## src/design/arpc_pkg.sv

```systemverilog
// arpc_pkg: shared types, codes and widths for the arp cache table
// used by arpc_ctrl, arpc_dp and arp_cache_table_top
// no dependencies
package arpc_pkg;

  localparam int TABLE_DEPTH_DEF = 128;

  localparam int IP_W        = 32;
  localparam int MAC_W       = 48;
  localparam int STATUS_W    = 2;
  localparam int IN_TDATA_W  = 80;
  localparam int IN_TUSER_W  = 1;
  localparam int OUT_TDATA_W = 56;
  localparam int OUT_PAD_W   = OUT_TDATA_W - 1 - MAC_W - STATUS_W;

  typedef enum logic {
    OP_LOOKUP = 1'b0,
    OP_ADD    = 1'b1
  } op_t;

  typedef enum logic [STATUS_W-1:0] {
    ST_OK        = 2'd0,
    ST_NOT_FOUND = 2'd1,
    ST_DUPLICATE = 2'd2,
    ST_FULL      = 2'd3
  } status_t;

  typedef enum logic [1:0] {
    FSM_IDLE = 2'd0,
    FSM_SCAN = 2'd1,
    FSM_DONE = 2'd2
  } state_t;

  typedef enum logic [1:0] {
    RES_FULL = 2'd0,
    RES_HIT  = 2'd1,
    RES_MISS = 2'd2
  } res_t;

  typedef struct packed {
    logic load;
    logic scan;
    logic finish;
    res_t res;
    logic out_load;
  } cmd_t;

  typedef struct packed {
    logic add;
    logic full;
    logic match;
    logic exhausted;
    logic out_free;
  } stat_t;

endpackage

```

## src/design/arpc_ctrl.sv

```systemverilog
// arpc_ctrl: controller state machine for the arp cache table
// depends on arpc_pkg
module arpc_ctrl (
  input  logic            clk,
  input  logic            rst_n,
  input  logic            in_tvalid,
  output logic            in_tready,
  input  arpc_pkg::stat_t stat,
  output arpc_pkg::cmd_t  cmd
);

  arpc_pkg::state_t state_r;
  arpc_pkg::state_t state_nxt;

  always_ff @(posedge clk) begin
    if (!rst_n) begin
      state_r <= arpc_pkg::FSM_IDLE;
    end else begin
      state_r <= state_nxt;
    end
  end

  always_comb begin
    state_nxt    = state_r;
    in_tready    = 1'b0;
    cmd.load     = 1'b0;
    cmd.scan     = 1'b0;
    cmd.finish   = 1'b0;
    cmd.res      = arpc_pkg::RES_MISS;
    cmd.out_load = 1'b0;
    case (state_r)
      arpc_pkg::FSM_IDLE: begin
        in_tready = 1'b1;
        if (in_tvalid) begin
          cmd.load  = 1'b1;
          state_nxt = arpc_pkg::FSM_SCAN;
        end
      end
      arpc_pkg::FSM_SCAN: begin
        if (stat.add && stat.full) begin
          cmd.finish = 1'b1;
          cmd.res    = arpc_pkg::RES_FULL;
          state_nxt  = arpc_pkg::FSM_DONE;
        end else if (stat.match) begin
          cmd.finish = 1'b1;
          cmd.res    = arpc_pkg::RES_HIT;
          state_nxt  = arpc_pkg::FSM_DONE;
        end else if (stat.exhausted) begin
          cmd.finish = 1'b1;
          cmd.res    = arpc_pkg::RES_MISS;
          state_nxt  = arpc_pkg::FSM_DONE;
        end else begin
          cmd.scan = 1'b1;
        end
      end
      arpc_pkg::FSM_DONE: begin
        if (stat.out_free) begin
          cmd.out_load = 1'b1;
          state_nxt    = arpc_pkg::FSM_IDLE;
        end
      end
      default: begin
        state_nxt = arpc_pkg::FSM_IDLE;
      end
    endcase
  end

endmodule

```

## config.mk

```make
export PLATFORM = sky130hd
export DESIGN_NAME = arpc_ctrl
export DESIGN_NICKNAME = d
export VERILOG_FILES = /design/src/design/arpc_pkg.sv /design/src/design/arpc_ctrl.sv
export SDC_FILE = /design/constraint.sdc
export NUM_CORES = 1
export LEC_CHECK = 0
export ABC_CLOCK_PERIOD_IN_PS = 900
export BUFFER_PORTS_ARGS = -buffer_cell sky130_fd_sc_hd__buf_2
export CORE_AREA = 2 2 39 41
export CTS_CLUSTER_DIAMETER = 100
export DETAILED_ROUTE_END_ITERATION = 10
export DIE_AREA = 0 0 41 43
export GPL_TIMING_DRIVEN = 0
export PLACE_DENSITY = 0.42
export REMOVE_ABC_BUFFERS = 1
export SETUP_SLACK_MARGIN = 0.4
export SLEW_MARGIN = 15
export SYNTH_ARGS = -nofsm -noshare
export SYNTH_HDL_FRONTEND = slang
export SYNTH_SLANG_ARGS = --single-unit
```

## constraint.sdc

```tcl
create_clock -name clk -period 0.9 [get_ports clk]
set_input_delay 0 -clock clk [delete_from_list [all_inputs] [get_ports clk]]
set_output_delay 0 -clock clk [all_outputs]
set_load 0.01 [all_outputs]
```

==> impl_metrics.ini <==
[worst_setup_path]
crit_required_ns = 0.90
rr_startpoint = state_r[1]
worstPathArrival_ns = 1.02
start_kind = register
crit_fanout = 4
crit_start = state_r[1]
critPathKind = reg2out
cp-end-kind = output pin

[drt]
dr_total_vias = 213
drt_wl_total_um = 495
wl_met3_um = 26
dr.pass1.iters = 2
wl_met1_um = 202
met2_length_um = 265
vias_per_cell = 3.873
drtIter0Drc = 7
detail-route-antenna-nets = 0
wl_per_cell_um = 9.000
maxUsedRoutingLayer = met3
drcViolationCount = 0

[timing]
tightestPinTransition_ns = 0.5017
skew_ns = 0.0002358
max_freq_mhz = 978.7
hold_violations = 0
worst_slack_ns = -0.1218
rsz0062_at_grt = true
slew_violations = 0
whs_ns = 0.07287
period_share = 1.135
period_needed_ns = 1.022
setup_viol = 5
setup_tns_ns = -0.4391
relSlewSlack = 0.6635

[global_route]
grt.total_usage = 0.07715
grt_pass1_vias = 230
grt_max_degree = 7
grt_first_pass_wirelength_um = 828
overflow = 0
antenna_found_initial = 0

[finish]
regMostFlops = state_r
largest_register_ffs = 2
syn2layout_area_growth_pct = 93.80
drive_gt1_frac = 0.6667
fin_area_um2 = 312.8
final_util = 0.2260
reg_top3 = state_r x2
antenna_cells = 0
final_cells = 55
num-nets-final = 49

[placement]
hpwl_um = 362.8
port-buffer-count = 14
dp_cells = 50
dpl_cell_area_um2 = 251.5
place_ws_ns = 0.001210
place_congestion = 0.6628

[synthesis]
synth_edf_count = 0
yosysTopAreaCellShare = 0.2481
syn_area_um2 = 161.4
synthCells = 20
ys_types = 14
synth_top_flop_cell = dfxtp_1
synth_top_family_by_area = simple AND/OR/NAND/NOR gates
synth_fa_ha_area_frac = 0
synth-compound-area-share = 0.2636
yosysTopAreaCell = dfxtp_1
yosysMostFrequentCell = nor2_1
avgSynthCellArea_um2 = 8.070
synth_warnings = 0
ys_async_sr_fraction = 0
synth-seq-cells = 2
synth_area_leaders = dfxtp_1 25%, nand4bb_1 14%, a211oi_1 9.3%
muxShareOfSynthArea = 0
synth_xor_area_frac = 0
ys_seq_area_frac = 0.2481
synth_common_cells = 4 x nor2_1, 2 x a211oi_1, 2 x dfxtp_1, 2 x nand4bb_1
synth-simple-area-share = 0.4651

[clocking]
htree_num_levels = 1
worstSkewPairLatency_ns = 0.22
cts_root_buffer = clkbuf_4
cts_tree = yes
cts_buffer_depth = 2
path_clk_slew_ns = 0.03
numCtsBuffers = 3
cts_sinks = 2

[floorplanning]
die_h_um = 43
io_pins = 15
rows = 14
core_um2 = 1384
die_w_um = 41
die_area_um2 = 1763
initial_core_util = 0.1166

[power]
peakVddDrop_v = 0.0003864
powerDensity_nw_per_um2 = 1354
static-leakage-power_nw = 0.1401
finalPower_mw = 0.4236

[flow_run]
maxCapViolCount = 0

[status]
outcome = finished, violations left
violations = negative setup slack

[worst_hold_path]
hp-start = rst_n
min_path_type = in2reg
-- cell usage in the layout (no fill, tap or decap) --
master and n:
a211oi_1 1, buf_6 1, nand2b_4 1, buf_2 13, nand3b_1 1, nand4bb_1 2, nand2_1 1, or2_1 1
nor2_4 1, nor2_2 1, dfxtp_2 2, buf_4 2, a21oi_1 1, a211oi_2 1, inv_1 1, and2_1 1
clkbuf_4 3, a211o_1 1, o21ai_2 1, o21ai_1 1, nor2_1 2
-- critical path, cell delays in order (launching register included) --
cell and delay [ns]:
dfxtp_2 0.32, nand2b_4 0.15, or2_1 0.19, buf_2 0.13
-- what timing repair did --
item	in CTS	in global routing
hold buffers	0	0
resized for setup	4	3
setup endpoints to repair	9	9
setup buffers	1	1
pin swaps	4	1
-- power breakdown --
group	total, mW	internal, mW	switching (mW)
Clock	0.198	0.147	0.0505
Combinational	0.119	0.0636	0.0554
Sequential	0.107	0.0974	0.00965
-- area by class of cell --
type                            count  area [um2]
Inverter                            1       3.754
Multi-Input combinational cell     17       132.6
Tap cell                           16       20.02
Clock buffer                        3       22.52
Fill cell                         162        1071
Timing Repair Buffer               16       91.34
Sequential cell                     2       42.54
-- logic make-up (layout without fill, tap and decap cells) --
group,count (synthesis),count (layout)
simple gates,11,11
compound gates,6,6
flops,2,2
buf+inv,1,20
-- layer usage --
metal  vias to the layer above  GRT usage
met1                        95    0.06070
met5                         -          0
met4                         0    0.08000
met3                         0    0.04712
met2                         6     0.1156
li1                        112          -
-- path summary, 6_finish.rpt --
kind,depth (start not counted),slack [ns],endpoint
worst max-delay path,3,-0.12,cmd[2]
worst min-delay path,3,0.07,state_r[1]
worst max register to register,3,0.06,state_r[0]
worst min register to register,2,0.51,state_r[1]
Note: power is estimated with default switching activity, not from simulation.
